<file path="config.mk">
export PLATFORM = sky130hd
export DESIGN_NAME = intel_hex_record_parser_top
export DESIGN_NICKNAME = d
export VERILOG_FILES = /design/src/rtl/ihex_pkg.sv /design/src/rtl/ihex_front.sv /design/src/rtl/ihex_fifo.sv /design/src/rtl/ihex_back.sv /design/src/rtl/intel_hex_record_parser_top.sv
export SDC_FILE = /design/constraint.sdc
export NUM_CORES = 1
export LEC_CHECK = 0
export ABC_AREA = 1
export ABC_CLOCK_PERIOD_IN_PS = 3270
export BUFFER_PORTS_ARGS = -buffer_cell sky130_fd_sc_hd__buf_4
export CAP_MARGIN = 40
export CORE_MARGIN = 2
export CORE_UTILIZATION = 35
export DETAILED_ROUTE_END_ITERATION = 10
export MAX_ROUTING_LAYER = met4
export SYNTH_ARGS = -nofsm -noshare
export SYNTH_HDL_FRONTEND = slang
export SYNTH_SLANG_ARGS = --single-unit
</file>
<file path="constraint.sdc">
create_clock -name clk -period 3.27 [get_ports clk]
set_input_delay 0 -clock clk [delete_from_list [all_inputs] [get_ports clk]]
set_output_delay 0 -clock clk [all_outputs]
set_load 0.01 [all_outputs]
</file>
<file path="src/rtl/ihex_pkg.sv">
package ihex_pkg;

  // parser phase, one per field position of a record
  typedef enum logic [4:0] {
    PH_START,
    PH_LEN0,
    PH_LEN1,
    PH_ADDR0,
    PH_ADDR1,
    PH_ADDR2,
    PH_ADDR3,
    PH_TYPE0,
    PH_TYPE1,
    PH_DATA,
    PH_CK0,
    PH_CK1,
    PH_OFF0,
    PH_OFF1,
    PH_OFF2,
    PH_OFF3,
    PH_DONE
  } phase_t;

  // classified character: either a colon or a hex nibble
  typedef struct packed {
    logic       is_colon;
    logic [3:0] nib;
  } ihex_tok_t;

  localparam logic [7:0] CHAR_COLON = 8'h3A;

  // record type digits
  localparam logic [3:0] REC_DATA = 4'h0;
  localparam logic [3:0] REC_EOF  = 4'h1;
  localparam logic [3:0] REC_SEG  = 4'h2;
  localparam logic [3:0] REC_LIN  = 4'h4;

endpackage

</file>
<file path="src/rtl/ihex_front.sv">
module ihex_front import ihex_pkg::*; (
  input  logic      in_valid,
  output logic      in_ready,
  input  logic [7:0] in_char,
  input  logic      q_full,
  output logic      q_push,
  output ihex_tok_t q_tok
);

  logic       is_hex;
  logic [3:0] nib;

  always_comb begin
    is_hex = 1'b1;
    nib    = 4'h0;
    if (in_char >= 8'h30 && in_char <= 8'h39) begin
      nib = in_char[3:0];
    end else if ((in_char >= 8'h61 && in_char <= 8'h66) ||
                 (in_char >= 8'h41 && in_char <= 8'h46)) begin
      nib = 4'(in_char[3:0] + 4'd9);
    end else begin
      is_hex = 1'b0;
    end
  end

  // anything that is neither hex nor colon is dropped here
  assign in_ready       = !q_full;
  assign q_push         = in_valid && !q_full && (is_hex || in_char == CHAR_COLON);
  assign q_tok.is_colon = !is_hex;
  assign q_tok.nib      = nib;

endmodule

</file>
<file path="src/rtl/ihex_fifo.sv">
module ihex_fifo import ihex_pkg::*; #(
  parameter int DEPTH = 4
) (
  input  logic      clk,
  input  logic      rst_n,
  input  logic      push,
  input  ihex_tok_t push_tok,
  output logic      full,
  input  logic      pop,
  output logic      tok_valid,
  output ihex_tok_t tok
);

  localparam int PW = (DEPTH > 1) ? $clog2(DEPTH) : 1;
  localparam int CW = $clog2(DEPTH + 1);

  ihex_tok_t         mem_r [DEPTH];
  logic [PW-1:0]     wr_ptr_r, wr_ptr_nxt;
  logic [PW-1:0]     rd_ptr_r, rd_ptr_nxt;
  logic [CW-1:0]     cnt_r, cnt_nxt;
  logic              do_push, do_pop;

  assign full      = (cnt_r == CW'(DEPTH));
  assign tok_valid = (cnt_r != '0);
  assign tok       = mem_r[rd_ptr_r];
  assign do_push   = push && !full;
  assign do_pop    = pop && tok_valid;

  always_comb begin
    wr_ptr_nxt = wr_ptr_r;
    rd_ptr_nxt = rd_ptr_r;
    cnt_nxt    = cnt_r;
    if (do_push) begin
      wr_ptr_nxt = (wr_ptr_r == PW'(DEPTH - 1)) ? '0 : PW'(wr_ptr_r + 1'b1);
    end
    if (do_pop) begin
      rd_ptr_nxt = (rd_ptr_r == PW'(DEPTH - 1)) ? '0 : PW'(rd_ptr_r + 1'b1);
    end
    if (do_push && !do_pop) begin
      cnt_nxt = CW'(cnt_r + 1'b1);
    end else if (do_pop && !do_push) begin
      cnt_nxt = CW'(cnt_r - 1'b1);
    end
  end

  always_ff @(posedge clk) begin
    if (!rst_n) begin
      wr_ptr_r <= '0;
      rd_ptr_r <= '0;
      cnt_r    <= '0;
    end else begin
      wr_ptr_r <= wr_ptr_nxt;
      rd_ptr_r <= rd_ptr_nxt;
      cnt_r    <= cnt_nxt;
    end
  end

  always_ff @(posedge clk) begin
    if (do_push) begin
      mem_r[wr_ptr_r] <= push_tok;
    end
  end

  a_cnt_bound: assert property (@(posedge clk) disable iff (!rst_n)
    cnt_r <= CW'(DEPTH))
    else $error("queue count above depth");

endmodule

</file>
<file path="src/rtl/ihex_back.sv">
module ihex_back import ihex_pkg::*; (
  input  logic        clk,
  input  logic        rst_n,
  input  logic [31:0] flash_base,
  input  logic        tok_valid,
  input  ihex_tok_t   tok,
  output logic        tok_pop,
  output logic        out_valid,
  input  logic        out_ready,
  output logic        out_kind,
  output logic [31:0] out_byte_address,
  output logic [7:0]  out_data_byte,
  output logic        out_checksum_ok,
  output logic        out_end_of_file
);

  phase_t      phase_r, phase_nxt;
  logic [7:0]  len_r, len_nxt;
  logic [15:0] addr_r, addr_nxt;
  logic [31:0] seg_r, seg_nxt;
  logic        sh16_r, sh16_nxt;
  logic [7:0]  sum_r, sum_nxt;
  logic [3:0]  chk_r, chk_nxt;
  logic [7:0]  idx_r, idx_nxt;
  logic [31:0] ptr_r, ptr_nxt;
  logic [3:0]  hi_r, hi_nxt;
  logic        pend_r, pend_nxt;
  logic        eof_r, eof_nxt;

  logic        ov_r, ov_nxt;
  logic        okind_r, okind_nxt;
  logic [31:0] oaddr_r, oaddr_nxt;
  logic [7:0]  odata_r, odata_nxt;
  logic        ook_r, ook_nxt;
  logic        oeof_r, oeof_nxt;

  logic [7:0]  byte_val;
  logic [3:0]  nib;

  assign nib     = tok.nib;
  assign tok_pop = tok_valid && (!ov_r || out_ready);

  always_comb begin
    phase_nxt = phase_r;
    len_nxt   = len_r;
    addr_nxt  = addr_r;
    seg_nxt   = seg_r;
    sh16_nxt  = sh16_r;
    sum_nxt   = sum_r;
    chk_nxt   = chk_r;
    idx_nxt   = idx_r;
    ptr_nxt   = ptr_r;
    hi_nxt    = hi_r;
    pend_nxt  = pend_r;
    eof_nxt   = eof_r;
    ov_nxt    = ov_r && !out_ready;
    okind_nxt = okind_r;
    oaddr_nxt = oaddr_r;
    odata_nxt = odata_r;
    ook_nxt   = ook_r;
    oeof_nxt  = oeof_r;
    byte_val  = {hi_r, nib};

    if (tok_pop) begin
      case (phase_r)
        PH_START: begin
          if (tok.is_colon) begin
            phase_nxt = PH_LEN0;
          end
        end
        PH_DONE: begin
        end
        default: begin
          if (!tok.is_colon) begin
            case (phase_r)
              PH_LEN0: begin
                len_nxt   = {4'h0, nib};
                phase_nxt = PH_LEN1;
              end
              PH_LEN1: begin
                len_nxt   = {len_r[3:0], nib};
                sum_nxt   = {len_r[3:0], nib};
                phase_nxt = PH_ADDR0;
              end
              PH_ADDR0: begin
                addr_nxt  = {12'h000, nib};
                phase_nxt = PH_ADDR1;
              end
              PH_ADDR1: begin
                addr_nxt  = {addr_r[11:0], nib};
                sum_nxt   = 8'(sum_r + {addr_r[3:0], nib});
                phase_nxt = PH_ADDR2;
              end
              PH_ADDR2: begin
                addr_nxt  = {addr_r[11:0], nib};
                phase_nxt = PH_ADDR3;
              end
              PH_ADDR3: begin
                addr_nxt  = {addr_r[11:0], nib};
                sum_nxt   = 8'(sum_r + {addr_r[3:0], nib});
                phase_nxt = PH_TYPE0;
              end
              PH_TYPE0: begin
                if (nib == 4'h0) begin
                  phase_nxt = PH_TYPE1;
                end
              end
              PH_TYPE1: begin
                case (nib)
                  REC_DATA: begin
                    idx_nxt   = 8'h00;
                    pend_nxt  = 1'b0;
                    ptr_nxt   = 32'(seg_r + {16'h0000, addr_r});
                    phase_nxt = (len_r == 8'h00) ? PH_CK0 : PH_DATA;
                  end
                  REC_EOF: begin
                    eof_nxt   = 1'b1;
                    sum_nxt   = 8'(sum_r + 8'h01);
                    phase_nxt = PH_CK0;
                  end
                  REC_SEG, REC_LIN: begin
                    seg_nxt   = 32'h0;
                    sh16_nxt  = (nib == REC_LIN);
                    sum_nxt   = 8'(sum_r + {4'h0, nib});
                    phase_nxt = PH_OFF0;
                  end
                  default: begin
                  end
                endcase
              end
              PH_OFF0: begin
                seg_nxt   = {28'h0, nib};
                phase_nxt = PH_OFF1;
              end
              PH_OFF1: begin
                seg_nxt   = {16'h0000, seg_r[11:0], nib};
                sum_nxt   = 8'(sum_r + {seg_r[3:0], nib});
                phase_nxt = PH_OFF2;
              end
              PH_OFF2: begin
                seg_nxt   = {16'h0000, seg_r[11:0], nib};
                phase_nxt = PH_OFF3;
              end
              PH_OFF3: begin
                sum_nxt   = 8'(sum_r + {seg_r[3:0], nib});
                seg_nxt   = sh16_r ? {seg_r[11:0], nib, 16'h0000}
                                   : {12'h000, seg_r[11:0], nib, 4'h0};
                phase_nxt = PH_CK0;
              end
              PH_DATA: begin
                if (!pend_r) begin
                  hi_nxt   = nib;
                  pend_nxt = 1'b1;
                end else begin
                  pend_nxt  = 1'b0;
                  sum_nxt   = 8'(sum_r + byte_val);
                  idx_nxt   = 8'(idx_r + 8'd1);
                  ptr_nxt   = 32'(ptr_r + 32'd1);
                  if (8'(idx_r + 8'd1) == len_r) begin
                    phase_nxt = PH_CK0;
                  end
                  ov_nxt    = 1'b1;
                  okind_nxt = 1'b0;
                  oaddr_nxt = 32'(flash_base + ptr_r);
                  odata_nxt = byte_val;
                  ook_nxt   = 1'b0;
                  oeof_nxt  = 1'b0;
                end
              end
              PH_CK0: begin
                chk_nxt   = nib;
                phase_nxt = PH_CK1;
              end
              PH_CK1: begin
                ov_nxt    = 1'b1;
                okind_nxt = 1'b1;
                oaddr_nxt = 32'h0;
                odata_nxt = 8'h00;
                ook_nxt   = (8'(sum_r + {chk_r, nib}) == 8'h00);
                oeof_nxt  = eof_r;
                sum_nxt   = 8'h00;
                phase_nxt = eof_r ? PH_DONE : PH_START;
              end
              default: begin
                phase_nxt = PH_START;
              end
            endcase
          end
        end
      endcase
    end
  end

  always_ff @(posedge clk) begin
    if (!rst_n) begin
      phase_r <= PH_START;
      seg_r   <= 32'h0;
      pend_r  <= 1'b0;
      eof_r   <= 1'b0;
      ov_r    <= 1'b0;
    end else begin
      phase_r <= phase_nxt;
      seg_r   <= seg_nxt;
      pend_r  <= pend_nxt;
      eof_r   <= eof_nxt;
      ov_r    <= ov_nxt;
    end
  end

  always_ff @(posedge clk) begin
    len_r   <= len_nxt;
    addr_r  <= addr_nxt;
    sh16_r  <= sh16_nxt;
    sum_r   <= sum_nxt;
    chk_r   <= chk_nxt;
    idx_r   <= idx_nxt;
    ptr_r   <= ptr_nxt;
    hi_r    <= hi_nxt;
    okind_r <= okind_nxt;
    oaddr_r <= oaddr_nxt;
    odata_r <= odata_nxt;
    ook_r   <= ook_nxt;
    oeof_r  <= oeof_nxt;
  end

  assign out_valid        = ov_r;
  assign out_kind         = okind_r;
  assign out_byte_address = oaddr_r;
  assign out_data_byte    = odata_r;
  assign out_checksum_ok  = ook_r;
  assign out_end_of_file  = oeof_r;

  a_fin_zero: assert property (@(posedge clk) disable iff (!rst_n)
    ov_r && okind_r |-> oaddr_r == 32'h0 && odata_r == 8'h00)
    else $error("record finished carries address or data");

  a_data_flags: assert property (@(posedge clk) disable iff (!rst_n)
    ov_r && !okind_r |-> !ook_r && !oeof_r)
    else $error("data byte carries record flags");

  a_done_sticky: assert property (@(posedge clk) disable iff (!rst_n)
    phase_r == PH_DONE |=> phase_r == PH_DONE)
    else $error("left end state without reset");

  a_pend_data: assert property (@(posedge clk) disable iff (!rst_n)
    pend_r |-> phase_r == PH_DATA)
    else $error("half byte pending outside data field");

  a_eof_tail: assert property (@(posedge clk) disable iff (!rst_n)
    eof_r |-> phase_r == PH_CK0 || phase_r == PH_CK1 || phase_r == PH_DONE)
    else $error("end record seen but parser not in checksum or end");

endmodule

</file>
<file path="src/rtl/intel_hex_record_parser_top.sv">
// channel | direction | handshake            | payload
// in      | input     | in_valid / in_ready   | in_char_in
// out     | output    | out_valid / out_ready | out_kind, out_byte_address, out_data_byte,
//         |           |                       | out_checksum_ok, out_end_of_file
// cfg     | input     | cfg_wr_en             | cfg_wr_data (flash base)
//
// one character per cycle sustained while the queue is not full; a character's result
// reaches the result register through the queue write, then the parser step
// the character queue of QUEUE_DEPTH entries lets the input keep flowing while a
// result waits on out_ready; in_ready drops only when the queue is full
// rst_n is synchronous, active low; it clears the parser, the offset and the base
// after the end record every character is taken and dropped until reset
module intel_hex_record_parser_top import ihex_pkg::*; #(
  parameter int QUEUE_DEPTH = 4
) (
  input  logic        clk,
  input  logic        rst_n,
  input  logic        in_valid,
  output logic        in_ready,
  input  logic [7:0]  in_char_in,
  output logic        out_valid,
  input  logic        out_ready,
  output logic        out_kind,
  output logic [31:0] out_byte_address,
  output logic [7:0]  out_data_byte,
  output logic        out_checksum_ok,
  output logic        out_end_of_file,
  input  logic        cfg_wr_en,
  input  logic [31:0] cfg_wr_data
);

  // flash base register; the user must write it only while the parser is quiet, the block does not enforce it
  logic [31:0] flash_base_r;

  always_ff @(posedge clk) begin
    if (!rst_n) begin
      flash_base_r <= 32'h0;
    end else if (cfg_wr_en) begin
      flash_base_r <= cfg_wr_data;
    end
  end

  // front to queue
  logic      q_push;
  logic      q_full;
  ihex_tok_t q_tok;

  // queue to parser
  logic      tok_valid;
  logic      tok_pop;
  ihex_tok_t tok;

  // front: classify each character, keep only colons and hex digits
  ihex_front u_front (
    .in_valid (in_valid),
    .in_ready (in_ready),
    .in_char  (in_char_in),
    .q_full   (q_full),
    .q_push   (q_push),
    .q_tok    (q_tok)
  );

  // short queue decoupling the front from the parser
  ihex_fifo #(
    .DEPTH (QUEUE_DEPTH)
  ) u_fifo (
    .clk       (clk),
    .rst_n     (rst_n),
    .push      (q_push),
    .push_tok  (q_tok),
    .full      (q_full),
    .pop       (tok_pop),
    .tok_valid (tok_valid),
    .tok       (tok)
  );

  // back: record state machine, checksum, address pointer and result register
  ihex_back u_back (
    .clk              (clk),
    .rst_n            (rst_n),
    .flash_base       (flash_base_r),
    .tok_valid        (tok_valid),
    .tok              (tok),
    .tok_pop          (tok_pop),
    .out_valid        (out_valid),
    .out_ready        (out_ready),
    .out_kind         (out_kind),
    .out_byte_address (out_byte_address),
    .out_data_byte    (out_data_byte),
    .out_checksum_ok  (out_checksum_ok),
    .out_end_of_file  (out_end_of_file)
  );

endmodule
</file>
Word level (Yosys, flattened, before mapping)
Memories as Yosys holds them, arrays and structs flattened. A register that Yosys moved wholly into a read port is not among the register bits.
Index checks and enable logic that the tools add are counted.

storage, ports and cells
  word-level logic and storage cells = 184
  memories kept = 1
  output and inout port bits = 45
  flip-flop bits (word level) = 203
  bits of input ports = 45
  RAM bits = 20

cells by class
  add/subtract/negate cells = 15
  reductions and logical operators = 50
  multiplexer cells = 52
  $lt $le $gt $ge = 6
  bitwise operators = 4
  equal/unequal tests = 34

memories
  memory        words  bits a word  read ports  clocked after Yosys merged registers in  write ports  RTL line         text
  u_fifo.mem_r  4      5            1           1                                        1            ihex_fifo.sv:17  ihex_tok_t mem_r [DEPTH];

operators with widths
  kind                                                               count
  two-way mux 32 bit                                                 5
  case mux 32 bit (2 select lines)                                   2
  case mux 32 bit (4 select lines)                                   1
  case mux 5 bit (15 select lines)                                   1
  case mux 8 bit (2 select lines)                                    4
  case mux 8 bit (6 select lines)                                    1
  equality test 5 x 4 -> 1 bit, second input constant                8
  adder 32 x 1 -> 32 bit, second input constant                      1
  adder 32 x 16 -> 32 bit                                            1
  adder 32 bit                                                       1
  adder 8 bit                                                        4
  two-way mux 8 bit                                                  4
  case mux 16 bit (2 select lines)                                   1
  two-way mux 5 bit                                                  6
  AND reduction 5 bit                                                6
  equality test 5 x 3 -> 1 bit, second input constant                4
  adder 8 x 1 -> 8 bit, second input constant                        2
  greater-or-equal comparator 8 x 7 -> 1 bit, second input constant  2
  <= comparator 8 x 7 -> 1 bit, second input constant                2
  logical NOT 8 bit                                                  2
  case mux 5 bit (3 select lines)                                    1
  AND reduction 4 bit                                                3
  AND reduction 6 bit                                                2
  logical AND 1 bit                                                  11
  other kinds (40)                                                   86

Logic depth before layout (Yosys ltp)
  word-level depth = 12
  depth in mapped cells = 20
  gate-level depth less buffers = 20

Modules after synthesis
From an unflattened synthesis, not the netlist that was laid out.

second synthesis, totals
  cells, all modules = 1,832
  area, all modules = 14,037.2 µm²

by module, submodules not included
  module                       area each (µm²)  cells each  seq. area each (µm²)  times used
  ihex_back                    11,222.0         1,470       4,524.3               1
  intel_hex_record_parser_top  1,335.0          202         640.6                 1
  ihex_fifo                    1,256.2          119         780.7                 1
  ihex_front                   224.0            41          0.0                   1

Least setup slack after synthesis
OpenSTA, ideal clock, no wires.

  path type = register to register
  start point = register with a tool-made name
  end point = register u_back.idx_r[0] (enable)
  data required time = 2.831 ns
  arrival = 2.929 ns
  path slack = -0.098 ns
  period minus slack after synthesis = 3.368 ns
  library setup time = 0.439 ns
  buffers on the path = 1
  stages on the path, launching flop included = 12
  cells stage by stage = dfxtp_1 inv_2 buf_6 nand2_1 nand3_1 nand2_2 nand2_2 inv_1 nand3_1 a21oi_1 nand2_1 nor2_1

RTL lines
  what                    RTL line          text
  end signal: assignment  ihex_back.sv:216  idx_r <= idx_nxt;
  end: declaration        ihex_back.sv:24   logic [7:0] idx_r, idx_nxt;

==> results.toml <==
[timing]
setup_viol = 0
fin_crit_sh_pct = 89.8
worst_pin_slew_ns = 0.582
tns_ns = 0
hold_viol = 0
fin_crit_ns = 2.94
relSlewSlack_pct = 61.1
slew_viol_final = 0
fin_skew_ns = 0.0201
grt_setup_unrepaired = "no"
timing.hold.ws_ns = 0.0522
fmax_mhz = 340

[yosys]
syn_inst = 1777
yosys_register_bits = 225
synthFlopType = "edfxtp_1"
synth_compound_area_share_pct = 15.4
synthMuxAreaShare_pct = 0.0723
synth_area_leaders = "edfxtp_1 31%, dfxtp_1 12%, nand2_1 9.4%"
ys_seq_area_share_pct = 43.0
synth_fp_nets = 1900
async_reset_ff_share_pct = 0
synth_top_family_by_area = "simple AND/OR/NAND/NOR gates"
synth_adder_area_share_pct = 7.32
synth_common_cells = "347 x nand2_1, 268 x nor2_1, 200 x inv_1, 153 x a21oi_1, 144 x edfxtp_1"
yosysUniqueCellTypes = 53
ys_warn_count = 0
yosysTopAreaCellShare_pct = 31.2
syn_area_per_cell_um2 = 7.79
netlist_area_um2 = 13800
synthMostInstantiatedCell = "nand2_1"
synthSimpleGateAreaFrac_pct = 24.8
synth-edff-count = 144
yosys.area_share.xor_xnor_pct = 2.40
synth_area_leader_cell = "edfxtp_1"

[flow_run]
maxCapViolations = 0

[global_routing]
grt_pass1_wl_mm = 64.3
overflow = 0
grt_max_degree = 56
grt_pass1_vias = 12304
antenna_found_initial = 0
track_usage_pct = 20.0

[floorplanning]
pin_count = 90
dieArea_um2 = 41200
rows = 72
dieWidth_um = 203
start_util_pct = 35.7
core_area_um2 = 38800
die_h_um = 203

[pwr]
irDropWorstVdd_mv = 0.347
leakage_nw = 7.08
total_power_mw = 8.94
powerDensity_nw_per_um2 = 533

[setup_path]
timing.rr.end = "u_back.sum_r[6]$_DFFE_PP_"
cp-start-kind = "register"
worst-setup-path-type = "register to register"
r2r_slack_ns = 0.33
crit_arrival_ns = 3.24
crit_path_end_kind = "register"
reg2reg_depth = 18
crit_end = "u_back.sum_r[6]$_DFFE_PP_"
path_max_fanout = 12
crit_required_ns = 3.57

[run_status]
outcome = "finished, final reports clean"

[cells_and_area]
final.fill_count = 3862
drive_gt1_share_pct = 10.6
area_delta_synth_final_pct = 21.1
diodes = 0
final_cells = 2485
finalNetCount = 2069

[clock_network]
cts_tree = "yes"
clock_latency_ns = 0.56
clock_sinks = 225
htree_num_levels = 1
clk_path_buf_depth = 3
cts_buffers = 27
clk_pin_slew_ns = 0.06
cts_root_buf = "clkbuf_16"

[route]
wl_mm = 40.3
wl_per_cell_um = 16.2
drc = 0
first_pass_iters = 9
dr_total_vias = 12655
vias_per_cell = 5.09
ant_nets = 0
first_iter_violations = 729

[placed_design]
place_congestion = 0.907
io_buffers = 89
place.detailed.hpwl_mm = 30.2
placedCellCount = 2366

[worst_hold_path]
hold_path.class = "input pin to register"
per-stage QoR:
stage                     utilization [%]  instance area (um^2)  worst slack [ns]
after floorplan                         -                 13800             0.507
after global placement               39.0                 15200             0.238
after detailed placement             39.1                 15200             0.178
after CTS                            43.2                 16800             0.159
after global routing                 43.2                 16800            0.0225
final                                43.2                 16800             0.332
where the power goes:
group / internal [mW] / total (mW) / switching [mW]
clock: 1.79 / 3.01 / 1.22
sequential: 3.30 / 3.46 / 0.160
combinational: 0.875 / 2.48 / 1.60
critical path, cell delays in order (launching register included):
cell,delay (ns)
dfxtp_2,0.39
inv_4,0.13
nand2_1,0.06
nand3_1,0.08
nand2_2,0.16
nand2_2,0.15
nor2_4,0.05
nor2_4,0.17
nand2_1,0.07
o21ai_0,0.08
ha_1,0.20
inv_1,0.06
fa_1,0.42
o221ai_2,0.23
nand2_1,0.09
nand2_1,0.07
a21oi_1,0.06
xor2_1,0.13
o22ai_1,0.08
cell usage in the layout, fill, tap and decap left out, drive strengths merged, types with 69 or more instances in the layout:
master and n:
dlygate4sd3 69, buf 111, nand3 92, a21oi 153, edfxtp 144, nand2 356
nor2 278, dfxtp 81, inv 209, ha 73, o21ai 137
state kept, by name, summed over array words and instances, names as in the netlist, 3 cells and up, named ones only:
register	cells
flash_base_r	32
u_back.addr_r	16
u_back.chk_r	4
u_back.hi_r	4
u_back.idx_r	8
u_back.len_r	8
u_back.out_byte_address	32
u_back.out_data_byte	8
u_back.phase_r	5
u_back.ptr_r	32
u_back.seg_r	32
u_back.sum_r	8
u_fifo.cnt_r	3
u_fifo.mem_r	20
layout make-up:
class,count,area (um^2),area share [%]
sequential,225,5950,35.5
multi-input combinational,1304,6940,41.4
timing repair buffer,180,1560,9.28
clock inverter,16,135,0.806
tap,518,648,3.87
inverter,208,786,4.69
clock buffer,34,754,4.50
layer usage:
metal  track usage [%]  routed length [um]
met5                 -                   0
met4              5.84                1120
met3              2.13                1960
met2              33.2               18700
met1              25.7               18500
worst min-delay path by stage:
stage | from | endpoint | slack, ns | cells past startpoint
2_1_floorplan | cfg_wr_data[2] | flash_base_r[2]$_SDFFE_PN0P_ | 0.13 | 2
3_3_place_gp | cfg_wr_data[23] | flash_base_r[23]$_SDFFE_PN0P_ | 0.22 | 3
3_5_place_dp | cfg_wr_data[23] | flash_base_r[23]$_SDFFE_PN0P_ | 0.23 | 3
4_1_cts | in_char_in[6] | u_fifo.mem_r[3][3]$_DFFE_PP_ | 0.03 | 4
5_1_grt | in_char_in[7] | u_fifo.mem_r[3][3]$_DFFE_PP_ | 0.07 | 4
6_report | in_char_in[7] | u_fifo.mem_r[2][3]$_DFFE_PP_ | 0.05 | 4
logic make-up (layout without fill, tap and decap cells):
kind of cell	count (synthesis)	count (layout)
buffers and inverters	248	438
muxes	1	1
and+or+nand+nor	809	809
DFF	225	225
xor gates and xnor gates	38	38
adders and majority gates	78	78
AOI/OAI and AO/OA	378	378
repair_timing:
item                                   in CTS  in global routing
endpoints found under the hold margin      59                  0
resized for setup                           0                  5
setup buffers                               0                  0
hold buffers                               69                  0
setup endpoints to repair                   0                  2
(Power assumes the default switching activity.)
